**src/rtl/core/blft_pkg.sv**
```systemverilog
`default_nettype none

package blft_pkg;

    localparam int BUFFER_DEPTH_DEF = 32;

    localparam int CFG_INDEX_W = 3;

    localparam logic [CFG_INDEX_W-1:0] REG_START_BYTE  = 3'd0;
    localparam logic [CFG_INDEX_W-1:0] REG_END_BYTE    = 3'd1;
    localparam logic [CFG_INDEX_W-1:0] REG_DEVICE_ID   = 3'd2;
    localparam logic [CFG_INDEX_W-1:0] REG_STATUS_ID   = 3'd3;
    localparam logic [CFG_INDEX_W-1:0] REG_TEMP_ID     = 3'd4;
    localparam logic [CFG_INDEX_W-1:0] REG_VOLT_ID     = 3'd5;

    localparam logic [7:0] START_BYTE_RST = 8'd172;
    localparam logic [7:0] END_BYTE_RST   = 8'd173;
    localparam logic [7:0] DEVICE_ID_RST  = 8'd128;
    localparam logic [7:0] STATUS_ID_RST  = 8'd4;
    localparam logic [7:0] TEMP_ID_RST    = 8'd5;
    localparam logic [7:0] VOLT_ID_RST    = 8'd6;

    localparam logic [7:0] SYNC_BYTE = 8'hFF;

    localparam logic [0:0] OP_RX_BYTE = 1'b0;
    localparam logic [0:0] OP_SEND    = 1'b1;

    localparam logic [1:0] KIND_TX        = 2'd0;
    localparam logic [1:0] KIND_WORD      = 2'd1;
    localparam logic [1:0] KIND_CRC_ERR   = 2'd2;
    localparam logic [1:0] KIND_FRAME_ERR = 2'd3;

    localparam logic [1:0] MK_STATUS = 2'd0;
    localparam logic [1:0] MK_TEMPS  = 2'd1;
    localparam logic [1:0] MK_CELLS  = 2'd2;

    localparam logic [2:0] TX_POS_SYNC0 = 3'd0;
    localparam logic [2:0] TX_POS_START = 3'd1;
    localparam logic [2:0] TX_POS_DEV   = 3'd2;
    localparam logic [2:0] TX_POS_ID    = 3'd3;
    localparam logic [2:0] TX_POS_CRC   = 3'd4;
    localparam logic [2:0] TX_POS_END   = 3'd5;
    localparam logic [2:0] TX_POS_SYNC1 = 3'd6;

    localparam logic [7:0] CRC_BITS [8] = '{8'h5e, 8'hbc, 8'h61, 8'hc2,
                                            8'h9d, 8'h23, 8'h46, 8'h8c};

    localparam logic [4:0] TEMP_OFFSETS [4] = '{5'd2, 5'd4, 5'd12, 5'd14};

    typedef enum logic [3:0] {
        ST_IDLE,
        ST_TX_CRC0,
        ST_TX_CRC1,
        ST_TX_SEND,
        ST_CK_RD,
        ST_CK_ACC,
        ST_W_HI,
        ST_W_LO,
        ST_W_CAP,
        ST_W_SEND,
        ST_ERR
    } state_t;

    // One byte step of the reflected CRC-8 (polynomial 0x8C).
    function automatic logic [7:0] crc_step(input logic [7:0] crc, input logic [7:0] data);
        logic [7:0] x;
        logic [7:0] r;
        x = crc ^ data;
        r = '0;
        for (int k = 0; k < 8; k++) begin
            if (x[k]) begin
                r = r ^ CRC_BITS[k];
            end
        end
        return r;
    endfunction

    function automatic logic [3:0] field_count(input logic [1:0] msg);
        logic [3:0] n;
        case (msg)
            MK_TEMPS: n = 4'd4;
            MK_CELLS: n = 4'd7;
            default:  n = 4'd13;
        endcase
        return n;
    endfunction

    function automatic logic [4:0] word_offset(input logic [1:0] msg, input logic [3:0] idx);
        logic [4:0] off;
        if (msg == MK_TEMPS) begin
            off = TEMP_OFFSETS[idx[1:0]];
        end else begin
            off = 5'd2 + {idx, 1'b0};
        end
        return off;
    endfunction

endpackage

`default_nettype wire

```
**src/rtl/core/battery_link_frame_transceiver.sv**
```systemverilog
// Send request: CRC work in ST_TX_CRC0 and ST_TX_CRC1, then seven bytes, one per cycle when m_tready is high.
// Received byte: the block stays ready unless the byte ends a frame or overflows the buffer.
// End of frame: a read and an accumulate state per stored byte through the shared CRC step and
// the buffer read port, then high read, low read, capture and send per decoded word, up to 13 words.
// The longest case is 31 stored bytes and 13 words, with s_tready low throughout. Synchronous
// active-low reset clears the sequencer, frame state and message kind, and presets registers.
`default_nettype none

module battery_link_frame_transceiver #(
    parameter int BUFFER_DEPTH = blft_pkg::BUFFER_DEPTH_DEF
) (
    input  wire logic                             aclk,
    input  wire logic                             aresetn,
    input  wire logic                             s_tvalid,
    output logic                                  s_tready,
    input  wire logic [7:0]                       s_tdata,    // rx_byte
    input  wire logic [0:0]                       s_tuser,    // opcode
    output logic                                  m_tvalid,
    input  wire logic                             m_tready,
    output logic      [31:0]                      m_tdata,    // tx_byte, message_kind,
                                                              // field_index, field_value, pad
    output logic      [1:0]                       m_tuser,    // kind
    output logic                                  m_tlast,
    input  wire logic                             cfg_valid,
    output logic                                  cfg_ready,
    input  wire logic [blft_pkg::CFG_INDEX_W-1:0] cfg_index,
    input  wire logic [7:0]                       cfg_data
);

    import blft_pkg::*;

    localparam int AW = $clog2(BUFFER_DEPTH);

    state_t state_reg, state_next;

    logic [7:0] start_byte_reg, end_byte_reg, device_id_reg;
    logic [7:0] status_id_reg, temp_id_reg, volt_id_reg;

    logic          in_frame_reg, in_frame_next;
    logic [AW-1:0] frame_len_reg, frame_len_next;
    logic [AW-1:0] len_reg, len_next;
    logic [AW-1:0] idx_reg, idx_next;
    logic [1:0]    cur_kind_reg, cur_kind_next;
    logic [7:0]    crc_reg, crc_next;
    logic [7:0]    id_reg, id_next;
    logic [15:0]   word_reg, word_next;
    logic [1:0]    err_kind_reg, err_kind_next;

    logic        m_valid_reg, m_valid_next;
    logic [1:0]  m_kind_reg, m_kind_next;
    logic [7:0]  m_tx_reg, m_tx_next;
    logic [1:0]  m_msg_reg, m_msg_next;
    logic [3:0]  m_idx_reg, m_idx_next;
    logic [15:0] m_val_reg, m_val_next;
    logic        m_last_reg, m_last_next;

    logic          accept;
    logic          out_free;
    logic          ram_we;
    logic [AW-1:0] ram_raddr;
    logic [7:0]    ram_rdata;
    logic [7:0]    crc_operand;
    logic [7:0]    crc_result;
    logic [7:0]    tx_sel;
    logic [3:0]    fld_count;
    logic [AW-1:0] fld_offset;
    logic [1:0]    kind_adv;

    blft_ram #(
        .WIDTH(8),
        .DEPTH(BUFFER_DEPTH)
    ) u_frame_ram (
        .aclk  (aclk),
        .we    (ram_we),
        .waddr (frame_len_reg),
        .wdata (s_tdata),
        .raddr (ram_raddr),
        .rdata (ram_rdata)
    );

    assign accept     = s_tvalid && s_tready;
    assign out_free   = !m_valid_reg || m_tready;
    assign crc_result = crc_step(crc_reg, crc_operand);
    assign fld_count  = field_count(cur_kind_reg);
    assign fld_offset = AW'(word_offset(cur_kind_reg, idx_reg[3:0]));
    assign cfg_ready  = 1'b1;

    always_comb begin
        case (cur_kind_reg)
            MK_STATUS: kind_adv = MK_TEMPS;
            MK_TEMPS:  kind_adv = MK_CELLS;
            default:   kind_adv = MK_STATUS;
        endcase
    end

    always_comb begin
        case (idx_reg[2:0])
            TX_POS_SYNC0: tx_sel = SYNC_BYTE;
            TX_POS_START: tx_sel = start_byte_reg;
            TX_POS_DEV:   tx_sel = device_id_reg;
            TX_POS_ID:    tx_sel = id_reg;
            TX_POS_CRC:   tx_sel = crc_reg;
            TX_POS_END:   tx_sel = end_byte_reg;
            default:      tx_sel = SYNC_BYTE;
        endcase
    end

    // Next state.
    always_comb begin
        state_next = state_reg;
        case (state_reg)
            ST_IDLE: begin
                if (accept) begin
                    if (s_tuser == OP_SEND) begin
                        state_next = ST_TX_CRC0;
                    end else if (s_tdata == start_byte_reg) begin
                        state_next = ST_IDLE;
                    end else if (s_tdata == end_byte_reg) begin
                        if (in_frame_reg) begin
                            state_next = (frame_len_reg == '0) ? ST_ERR : ST_CK_RD;
                        end
                    end else if (in_frame_reg && frame_len_reg == AW'(BUFFER_DEPTH - 1)) begin
                        state_next = ST_ERR;
                    end
                end
            end
            ST_TX_CRC0: state_next = ST_TX_CRC1;
            ST_TX_CRC1: state_next = ST_TX_SEND;
            ST_TX_SEND: begin
                if (out_free && idx_reg[2:0] == TX_POS_SYNC1) begin
                    state_next = ST_IDLE;
                end
            end
            ST_CK_RD: state_next = ST_CK_ACC;
            ST_CK_ACC: begin
                if (idx_reg == len_reg - AW'(1)) begin
                    state_next = (crc_reg == ram_rdata) ? ST_W_HI : ST_ERR;
                end else begin
                    state_next = ST_CK_RD;
                end
            end
            ST_W_HI:  state_next = ST_W_LO;
            ST_W_LO:  state_next = ST_W_CAP;
            ST_W_CAP: state_next = ST_W_SEND;
            ST_W_SEND: begin
                if (out_free) begin
                    state_next = (idx_reg[3:0] == fld_count - 4'd1) ? ST_IDLE : ST_W_HI;
                end
            end
            ST_ERR: begin
                if (out_free) begin
                    state_next = ST_IDLE;
                end
            end
            default: state_next = ST_IDLE;
        endcase
    end

    // Sequencer outputs: handshake, buffer port and shared CRC operand.
    always_comb begin
        s_tready    = 1'b0;
        ram_we      = 1'b0;
        ram_raddr   = idx_reg;
        crc_operand = ram_rdata;
        case (state_reg)
            ST_IDLE: begin
                s_tready = 1'b1;
                ram_we   = accept && (s_tuser == OP_RX_BYTE) && in_frame_reg &&
                           (s_tdata != start_byte_reg) && (s_tdata != end_byte_reg);
            end
            ST_TX_CRC0: crc_operand = device_id_reg;
            ST_TX_CRC1: crc_operand = id_reg;
            ST_W_HI:    ram_raddr = fld_offset;
            ST_W_LO:    ram_raddr = fld_offset + AW'(1);
            default: begin
                ram_raddr = idx_reg;
            end
        endcase
    end

    // Datapath and result register.
    always_comb begin
        in_frame_next  = in_frame_reg;
        frame_len_next = frame_len_reg;
        len_next       = len_reg;
        idx_next       = idx_reg;
        cur_kind_next  = cur_kind_reg;
        crc_next       = crc_reg;
        id_next        = id_reg;
        word_next      = word_reg;
        err_kind_next  = err_kind_reg;
        m_valid_next   = m_valid_reg && !m_tready;
        m_kind_next    = m_kind_reg;
        m_tx_next      = m_tx_reg;
        m_msg_next     = m_msg_reg;
        m_idx_next     = m_idx_reg;
        m_val_next     = m_val_reg;
        m_last_next    = m_last_reg;
        case (state_reg)
            ST_IDLE: begin
                if (accept) begin
                    if (s_tuser == OP_SEND) begin
                        cur_kind_next = kind_adv;
                        case (kind_adv)
                            MK_STATUS: id_next = status_id_reg;
                            MK_TEMPS:  id_next = temp_id_reg;
                            default:   id_next = volt_id_reg;
                        endcase
                        crc_next = '0;
                        idx_next = '0;
                    end else if (s_tdata == start_byte_reg) begin
                        in_frame_next  = 1'b1;
                        frame_len_next = '0;
                    end else if (s_tdata == end_byte_reg) begin
                        if (in_frame_reg) begin
                            in_frame_next  = 1'b0;
                            frame_len_next = '0;
                            len_next       = frame_len_reg;
                            idx_next       = '0;
                            crc_next       = '0;
                            err_kind_next  = KIND_FRAME_ERR;
                        end
                    end else if (in_frame_reg) begin
                        if (frame_len_reg == AW'(BUFFER_DEPTH - 1)) begin
                            in_frame_next  = 1'b0;
                            frame_len_next = '0;
                            err_kind_next  = KIND_FRAME_ERR;
                        end else begin
                            frame_len_next = frame_len_reg + AW'(1);
                        end
                    end
                end
            end
            ST_TX_CRC0, ST_TX_CRC1: crc_next = crc_result;
            ST_TX_SEND: begin
                if (out_free) begin
                    m_valid_next = 1'b1;
                    m_kind_next  = KIND_TX;
                    m_tx_next    = tx_sel;
                    m_msg_next   = cur_kind_reg;
                    m_idx_next   = '0;
                    m_val_next   = '0;
                    m_last_next  = (idx_reg[2:0] == TX_POS_SYNC1);
                    idx_next     = idx_reg + AW'(1);
                end
            end
            ST_CK_ACC: begin
                if (idx_reg == len_reg - AW'(1)) begin
                    idx_next      = '0;
                    err_kind_next = KIND_CRC_ERR;
                end else begin
                    crc_next = crc_result;
                    idx_next = idx_reg + AW'(1);
                end
            end
            ST_W_LO:  word_next[15:8] = ram_rdata;
            ST_W_CAP: word_next[7:0]  = ram_rdata;
            ST_W_SEND: begin
                if (out_free) begin
                    m_valid_next = 1'b1;
                    m_kind_next  = KIND_WORD;
                    m_tx_next    = '0;
                    m_msg_next   = cur_kind_reg;
                    m_idx_next   = idx_reg[3:0];
                    m_val_next   = word_reg;
                    m_last_next  = (idx_reg[3:0] == fld_count - 4'd1);
                    idx_next     = idx_reg + AW'(1);
                end
            end
            ST_ERR: begin
                if (out_free) begin
                    m_valid_next = 1'b1;
                    m_kind_next  = err_kind_reg;
                    m_tx_next    = '0;
                    m_msg_next   = cur_kind_reg;
                    m_idx_next   = '0;
                    m_val_next   = '0;
                    m_last_next  = 1'b1;
                end
            end
            default: begin
                idx_next = idx_reg;
            end
        endcase
    end

    always_ff @(posedge aclk) begin
        if (!aresetn) begin
            state_reg      <= ST_IDLE;
            in_frame_reg   <= 1'b0;
            frame_len_reg  <= '0;
            cur_kind_reg   <= MK_STATUS;
            m_valid_reg    <= 1'b0;
            start_byte_reg <= START_BYTE_RST;
            end_byte_reg   <= END_BYTE_RST;
            device_id_reg  <= DEVICE_ID_RST;
            status_id_reg  <= STATUS_ID_RST;
            temp_id_reg    <= TEMP_ID_RST;
            volt_id_reg    <= VOLT_ID_RST;
        end else begin
            state_reg     <= state_next;
            in_frame_reg  <= in_frame_next;
            frame_len_reg <= frame_len_next;
            cur_kind_reg  <= cur_kind_next;
            m_valid_reg   <= m_valid_next;
            if (cfg_valid && cfg_ready) begin
                case (cfg_index)
                    REG_START_BYTE: start_byte_reg <= cfg_data;
                    REG_END_BYTE:   end_byte_reg   <= cfg_data;
                    REG_DEVICE_ID:  device_id_reg  <= cfg_data;
                    REG_STATUS_ID:  status_id_reg  <= cfg_data;
                    REG_TEMP_ID:    temp_id_reg    <= cfg_data;
                    REG_VOLT_ID:    volt_id_reg    <= cfg_data;
                    default: begin
                    end
                endcase
            end
        end
    end

    always_ff @(posedge aclk) begin
        len_reg      <= len_next;
        idx_reg      <= idx_next;
        crc_reg      <= crc_next;
        id_reg       <= id_next;
        word_reg     <= word_next;
        err_kind_reg <= err_kind_next;
        m_kind_reg   <= m_kind_next;
        m_tx_reg     <= m_tx_next;
        m_msg_reg    <= m_msg_next;
        m_idx_reg    <= m_idx_next;
        m_val_reg    <= m_val_next;
        m_last_reg   <= m_last_next;
    end

    assign m_tvalid = m_valid_reg;
    assign m_tuser  = m_kind_reg;
    assign m_tlast  = m_last_reg;
    assign m_tdata  = {2'b00, m_val_reg, m_idx_reg, m_msg_reg, m_tx_reg};

endmodule

`default_nettype wire

```
**src/rtl/core/blft_ram.sv**
```systemverilog
`default_nettype none

module blft_ram #(
    parameter int WIDTH = 8,
    parameter int DEPTH = 32
) (
    input  wire logic                     aclk,
    input  wire logic                     we,
    input  wire logic [$clog2(DEPTH)-1:0] waddr,
    input  wire logic [WIDTH-1:0]         wdata,
    input  wire logic [$clog2(DEPTH)-1:0] raddr,
    output logic      [WIDTH-1:0]         rdata
);

    logic [WIDTH-1:0] mem [DEPTH];

    always_ff @(posedge aclk) begin
        if (we) begin
            mem[waddr] <= wdata;
        end
        rdata <= mem[raddr];
    end

endmodule

`default_nettype wire

```
**config.mk**
```make
export PLATFORM = sky130hd
export DESIGN_NAME = battery_link_frame_transceiver
export DESIGN_NICKNAME = d
export VERILOG_FILES = /design/src/rtl/core/blft_pkg.sv /design/src/rtl/core/battery_link_frame_transceiver.sv /design/src/rtl/core/blft_ram.sv
export SDC_FILE = /design/constraint.sdc
export NUM_CORES = 1
export LEC_CHECK = 0
export BUFFER_PORTS_ARGS = -buffer_cell sky130_fd_sc_hd__clkbuf_2
export CAP_MARGIN = 20
export CORE_UTILIZATION = 55
export DETAILED_ROUTE_END_ITERATION = 7
export MAX_ROUTING_LAYER = met4
export PLACE_DENSITY = 0.72
export SLEW_MARGIN = 20
export SYNTH_ARGS = -nofsm -noshare
export SYNTH_HDL_FRONTEND = slang
export SYNTH_SLANG_ARGS = --single-unit
```
**constraint.sdc**
```tcl
create_clock -name aclk -period 4.05 [get_ports aclk]
set_input_delay 0.81 -clock aclk [delete_from_list [all_inputs] [get_ports aclk]]
set_output_delay 0.81 -clock aclk [all_outputs]
set_load 0.005 [all_outputs]
```
Word level (Yosys, flattened, before mapping)
Memories as Yosys holds them, arrays and structs flattened. A register that Yosys moved wholly into a read port is not among the register bits.
Cells that the tools add are included.
{"block": "word_totals", "ram_bits": 256, "latch_bits": 0, "n_memories": 1, "ff_bits": 138, "romBits": 0}
{"block": "classes", "bitwise": 11, "n_eq_ne": 51, "n_addsub": 6, "n_reduce_logical": 46, "mux": 86, "shifts": 0, "magnitude_cmp": 1, "div_mod_pow": 0, "multipliers": 0}
{"memory": "u_frame_ram.mem", "words": 32, "width": 8, "read_ports": 1, "rd_ports_with_merged_regs": 1, "write_ports": 1, "line": "blft_ram.sv:15", "source": "logic [WIDTH-1:0] mem [DEPTH];"}
{"op": "$mux 8", "n": 12}
{"op": "$mux 5", "n": 14}
{"op": "$mux 4", "n": 13}
{"op": "$pmux 8 s2", "n": 3}
{"op": "$pmux 4 s11", "n": 1}
{"op": "$pmux 8 s5", "n": 1}
{"op": "$mux 16", "n": 2}
{"op": "$pmux 16 s2", "n": 1}
{"op": "$eq 8x8->1", "n": 3}
{"op": "$pmux 8 s3", "n": 1}
{"op": "$reduce_and 6->1", "n": 4}
{"op": "$mux 2", "n": 11}
{"op": "$mux 7", "n": 3}
{"op": "$ne 2x2->1 const B", "n": 10}
{"op": "$eq 4x3->1 const B", "n": 4}
{"op": "$ne 8x8->1", "n": 2}
{"op": "$pmux 4 s2", "n": 2}
{"op": "$add 5x1->5 const B", "n": 3}
{"op": "$eq 3x3->1 const B", "n": 5}
{"op": "$not 3->3", "n": 5}
{"op": "$pmux 5 s3", "n": 1}
{"op": "$reduce_and 2->1", "n": 7}
{"op": "$mux 1", "n": 13}
{"op": "$eq 3x2->1 const B", "n": 4}
{"op": "41 further kinds", "n": 76}

Depth between registers and ports, before layout
{"block": "logic_depth", "ltp_word": 20, "mapped_depth": 13, "depth_no_buf": 9}

By module
A second synthesis with hierarchy kept.
{"block": "unflattened", "cells_unflattened": 1124, "area_unflattened_um2": 17016.3}
{"mod": "blft_ram", "cells_each": 417, "instances": 1, "seq_area_each_um2": 7847.5, "area_per_inst_um2": 10053.4}
{"mod": "battery_link_frame_transceiver", "cells_each": 707, "instances": 1, "seq_area_each_um2": 3503.4, "area_per_inst_um2": 6962.9}

Least setup slack after synthesis
No wires, ideal clock.
{"block": "synth_timing", "path_kind": "register to register", "start": "register state_reg[3]", "end": "register m_idx_reg[0], enable pin", "stages_incl_launch_ff": 5, "path_slack_ps": 1227, "arrival_time_ps": 2401, "path_buffers": 1, "path_cell_list": "dfxtp_1 -> clkbuf_1 -> a21oi_1 -> a21o_1 -> nor3_1"}
{"block": "synth_between", "elab_chain_len": 4}
{"item": "start, declared", "line": "battery_link_frame_transceiver.sv:34", "source": "state_t state_reg, state_next;"}
{"item": "start signal, assigned", "line": "battery_link_frame_transceiver.sv:301", "source": "state_reg <= state_next;"}
{"item": "$eq 4x4->1 or $eq 4x2->1 (tied branches)", "line": "battery_link_frame_transceiver.sv:199", "source": "case (state_reg)"}
{"item": "$reduce_or 2->1 (no source line)"}
{"item": "$ne 2x1->1 (no source line) or $reduce_bool 2->1 (tied branches)"}
{"item": "$reduce_and 3->1 (no source line) *"}
{"item": "end signal, assigned", "line": "battery_link_frame_transceiver.sv:331", "source": "m_idx_reg <= m_idx_next;"}
{"item": "end, declared", "line": "battery_link_frame_transceiver.sv:53", "source": "logic [3:0] m_idx_reg, m_idx_next;"}
Every way passes the cells marked *; elsewhere a longest branch is shown, timed or not.
A chain may end at the register's enable or synchronous reset.

Final worst setup path
{"block": "layout_timing", "start": "register idx_reg[0]", "end": "register u_frame_ram.rdata[5], read port of u_frame_ram.mem"}
{"block": "layout_between", "elab_chain_len": 7}
{"item": "start, declared", "line": "battery_link_frame_transceiver.sv:42", "source": "logic [AW-1:0] idx_reg, idx_next;"}
{"item": "start signal, assigned", "line": "battery_link_frame_transceiver.sv:323", "source": "idx_reg <= idx_next;"}
{"item": "parallel branches: the longest is 6 deep, another holds $add 2x5->5"}
{"item": "$pmux 5 s2 *", "line": "battery_link_frame_transceiver.sv:165", "source": "case (state_reg)"}
{"item": "end, declared", "line": "blft_ram.sv:12", "source": "output logic [WIDTH-1:0] rdata"}
Mark *: on every way between the ends. The select of a mux whose other input is x is not followed.

==> metrics.yaml <==
layout:
  layout-drive-gt1-share_pct: 12.18
  syn_to_final_growth_pct: 12.55
  finalInstanceArea_sq_um: 19250
  antenna_cells: 0
  largest_reg_flops: 256
  fin_nets: 1529
  fin_cells: 1915
setup_path:
  crit_arrival_ns: 4.04
  crit_family: "compound AO/OA/AOI/OAI gates"
  critPathRequiredTime_ns: 4.52
  worst-setup-path-type: "flip-flop to flip-flop"
  slowest_delay_ns: 0.69
  critPathBufInv: 2
  worstSetupStartpointType: "flip-flop"
  cp_slowest_cell: "o21a_2"
  crit_path_end_kind: "flip-flop"
  path_cells: "inv_1, ha_1, o21ai_0, o21a_2, buf_4, a21oi_1, a221oi_1, nor4_1, mux2i_1"
  cp_max_fo: 32
  reg2reg_from: "idx_reg[0]"
  worstSetupStartpoint: "idx_reg[0]"
timing:
  fin_ws_ns: 0.4802
  skew_ns: 0.01687
  finalCritPeriodShare_pct: 88.14
  rsz0062_at_grt: "false"
  slew_viol_final: 0
  finalSetupTns_ns: 0
  period_needed_ns: 3.570
  finalSetupViolations: 0
  maxSlewHeadroom_pct: 28.21
  hold_viol: 0
  max_freq_ghz: 0.2801
  tightest_slew_ns: 1.077
die:
  die_w_um: 178.4
  initial_core_util_pct: 55.92
  die_h_um: 178.4
  die-area_sq_um: 31810
  num_rows: 64
  core_sq_um: 30590
  ios: 63
grt:
  grt_overflow_total: 0
  antenna_found_initial: 0
  grt_usage_pct: 27.52
  grt_start_max_net_pins: 67
  grt_pass1_wl_um: 63410
  grt_pass1_vias: 11166
logic_synthesis:
  yosysSeqAreaShare_pct: 66.36
  ys_ff_latch: 401
  yosysWarnings: 0
  netlist_instances: 1427
  async_flop_share_pct: 0
  synth_edf_count: 332
  synth_cell_types: 62
  syn_avg_cell_area_sq_um: 11.99
  synthFlopType: "edfxtp_1"
  syn_area_sq_um: 17110
detailed_routing:
  ant_nets: 0
  wl_per_cell_um: 21.78
  detail_route.wirelength_um: 41700
  drt_iter0_drc: 1204
  dr.pass1.iters: 6
  drc: 0
  vias_per_cell: 6.106
  vias: 11693
worst_hold_path:
  hp-class: "flip-flop to flip-flop"
  min_from: "volt_id_reg[7]"
cts:
  ctsHoldBuffers: 0
  cts.path.max_buffers: 3
  htree_levels: 2
  clock_latency_ns: 0.54
  path_clk_slew_ns: 0.06
  cts_num_sinks: 401
  cts_resized: 0
  root_buffer: "clkbuf_16"
  numCtsBuffers: 40
  cts_tree: "built"
  post_cts_buffers: 0
run:
  cap_violations: 0
pwr:
  powerDensity_nw_per_um2: 694.1
  peakVddDrop_uv: 367.5
  leakage_nw: 6.555
placement:
  place_area_sq_um: 17940
  dp_cells: 1842
  dp_hpwl_um: 27590
  routabilityCongestion: 0.9192
  port_buffers: 59
  post-place-ws_ns: 0.5643
status:
  status: "completed"
## layer usage
layer / track usage [%] / wire [um] / vias up
li1: - / - / 5371
met1: 36.82 / 17220 / 5698
met2: 43.25 / 20030 / 532
met3: 3.772 / 3127 / 92
met4: 9.852 / 1321 / 0
met5: - / 0 / -
## layout make-up
class	count	area [sq um]
clock buffer	51	1104
clock inverter	22	211.5
inverter	14	52.55
sequential	401	11350
timing repair buffer	108	688.2
multi-input combinational	923	5349
fill	2331	11340
tap	396	495.5
## cells in the final DEF (no fill, tap or decap), types with 3 or more instances in the layout
cell / synthesis / final
o21ai_0: 35 / 35
dfxtp_1: 69 / 69
nand3_1: 24 / 24
clkinv_1: 0 / 7
nand2b_1: 7 / 7
and2_1: 27 / 27
clkbuf_2: 0 / 59
nand3b_1: 5 / 5
nor3_1: 11 / 10
clkbuf_16: 0 / 41
clkbuf_1: 60 / 6
nor4_1: 18 / 18
or3_1: 4 / 4
ha_1: 16 / 16
edfxtp_1: 332 / 332
bufinv_16: 0 / 3
clkinv_2: 0 / 7
xnor2_1: 32 / 32
mux2i_1: 11 / 11
conb_1: 2 / 3
a31oi_1: 17 / 17
xnor3_1: 3 / 3
a22oi_1: 20 / 20
a21boi_0: 34 / 34
clkbuf_8: 0 / 4
a32oi_1: 3 / 3
o22ai_1: 3 / 3
nor2b_1: 17 / 17
inv_1: 14 / 14
a22o_1: 8 / 8
a221oi_1: 64 / 64
buf_4: 5 / 47
xor2_1: 20 / 20
nand2_1: 277 / 277
nor2_1: 75 / 75
nand4_1: 6 / 6
a21oi_1: 141 / 140
and3_1: 6 / 6
## where the power goes
part / total [mW] / internal (mW) / leakage [nW] / switching (mW)
sequential: 5.19 / 4.88 / 3.57 / 0.316
clock: 3.68 / 2.13 / 0.643 / 1.55
combinational: 4.49 / 1.68 / 2.34 / 2.81
total: 13.4 / 8.69 / 6.55 / 4.67
## stage by stage
stage | hold WS, ns | total power, mW | utilization, %
floorplan | 0.4064 | 8.206 | -
global placement | 0.4514 | 9.547 | 58.63
detailed placement | 0.4603 | 9.624 | 58.63
CTS | 0.4727 | 13.30 | 62.93
global route | 0.4956 | 13.92 | 62.93
finish | 0.4702 | 13.36 | 62.93
## final timing paths
check / endpoint / slack (ns) / cells after the start
worst max register to register: u_frame_ram.rdata[5] / 0.48 / 9
worst min-delay path: volt_id_reg[7] / 0.47 / 2
worst max-delay path: u_frame_ram.rdata[5] / 0.48 / 9
worst min register to register: volt_id_reg[7] / 0.47 / 2
## cell usage after synthesis, types with 3 or more instances
master / instances / share of area [%]
ha_1: 16 / 1.2
buf_4: 5 / 0.22
a22o_1: 8 / 0.41
xnor3_1: 3 / 0.39
buf_2: 20 / 0.59
clkbuf_1: 60 / 1.3
nand2_1: 277 / 6.1
and2_1: 27 / 0.99
or3_1: 4 / 0.15
nand4_1: 6 / 0.22
o21a_1: 3 / 0.13
edfxtp_1: 332 / 58
a22oi_1: 20 / 0.88
nor3_1: 11 / 0.32
o22ai_1: 3 / 0.11
dfxtp_1: 69 / 8.1
nand3b_1: 5 / 0.22
mux2i_1: 11 / 0.64
nand3_1: 24 / 0.70
xnor2_1: 32 / 1.6
inv_1: 14 / 0.31
o21ai_0: 35 / 1.0
nor2b_1: 17 / 0.62
a21boi_0: 34 / 1.5
nand2b_1: 7 / 0.26
a32oi_1: 3 / 0.15
nor4_1: 18 / 0.66
and3_1: 6 / 0.22
xor2_1: 20 / 1.0
a21oi_1: 141 / 4.1
buf_1: 4 / 0.088
a31oi_1: 17 / 0.62
nor2_1: 75 / 1.6
a221oi_1: 64 / 3.3
## worst register-to-register path, cell delays in order (launching register included)
cell      delay [ns]
edfxtp_1        0.60
inv_1           0.16
ha_1            0.36
o21ai_0         0.36
o21a_2          0.69
buf_4           0.44
a21oi_1         0.09
a221oi_1        0.46
nor4_1          0.18
mux2i_1         0.15
## cell families (layout without fill, tap and decap cells)
logic type	count (synthesis)	after routing	share of synthesized area, %
AND/OR/NAND/NOR	493	493	13.01
AO/OA/AOI/OAI	343	343	12.95
buffers and inverters	104	195	2.582
multiplexers	11	11	0.6437
XOR/XNOR	57	57	3.248
adder cells (fa/ha/maj)	16	16	1.170
flip-flops	401	401	66.36
other	2	3	0.04390
No activity file was read; power rests on OpenSTA's default activity.
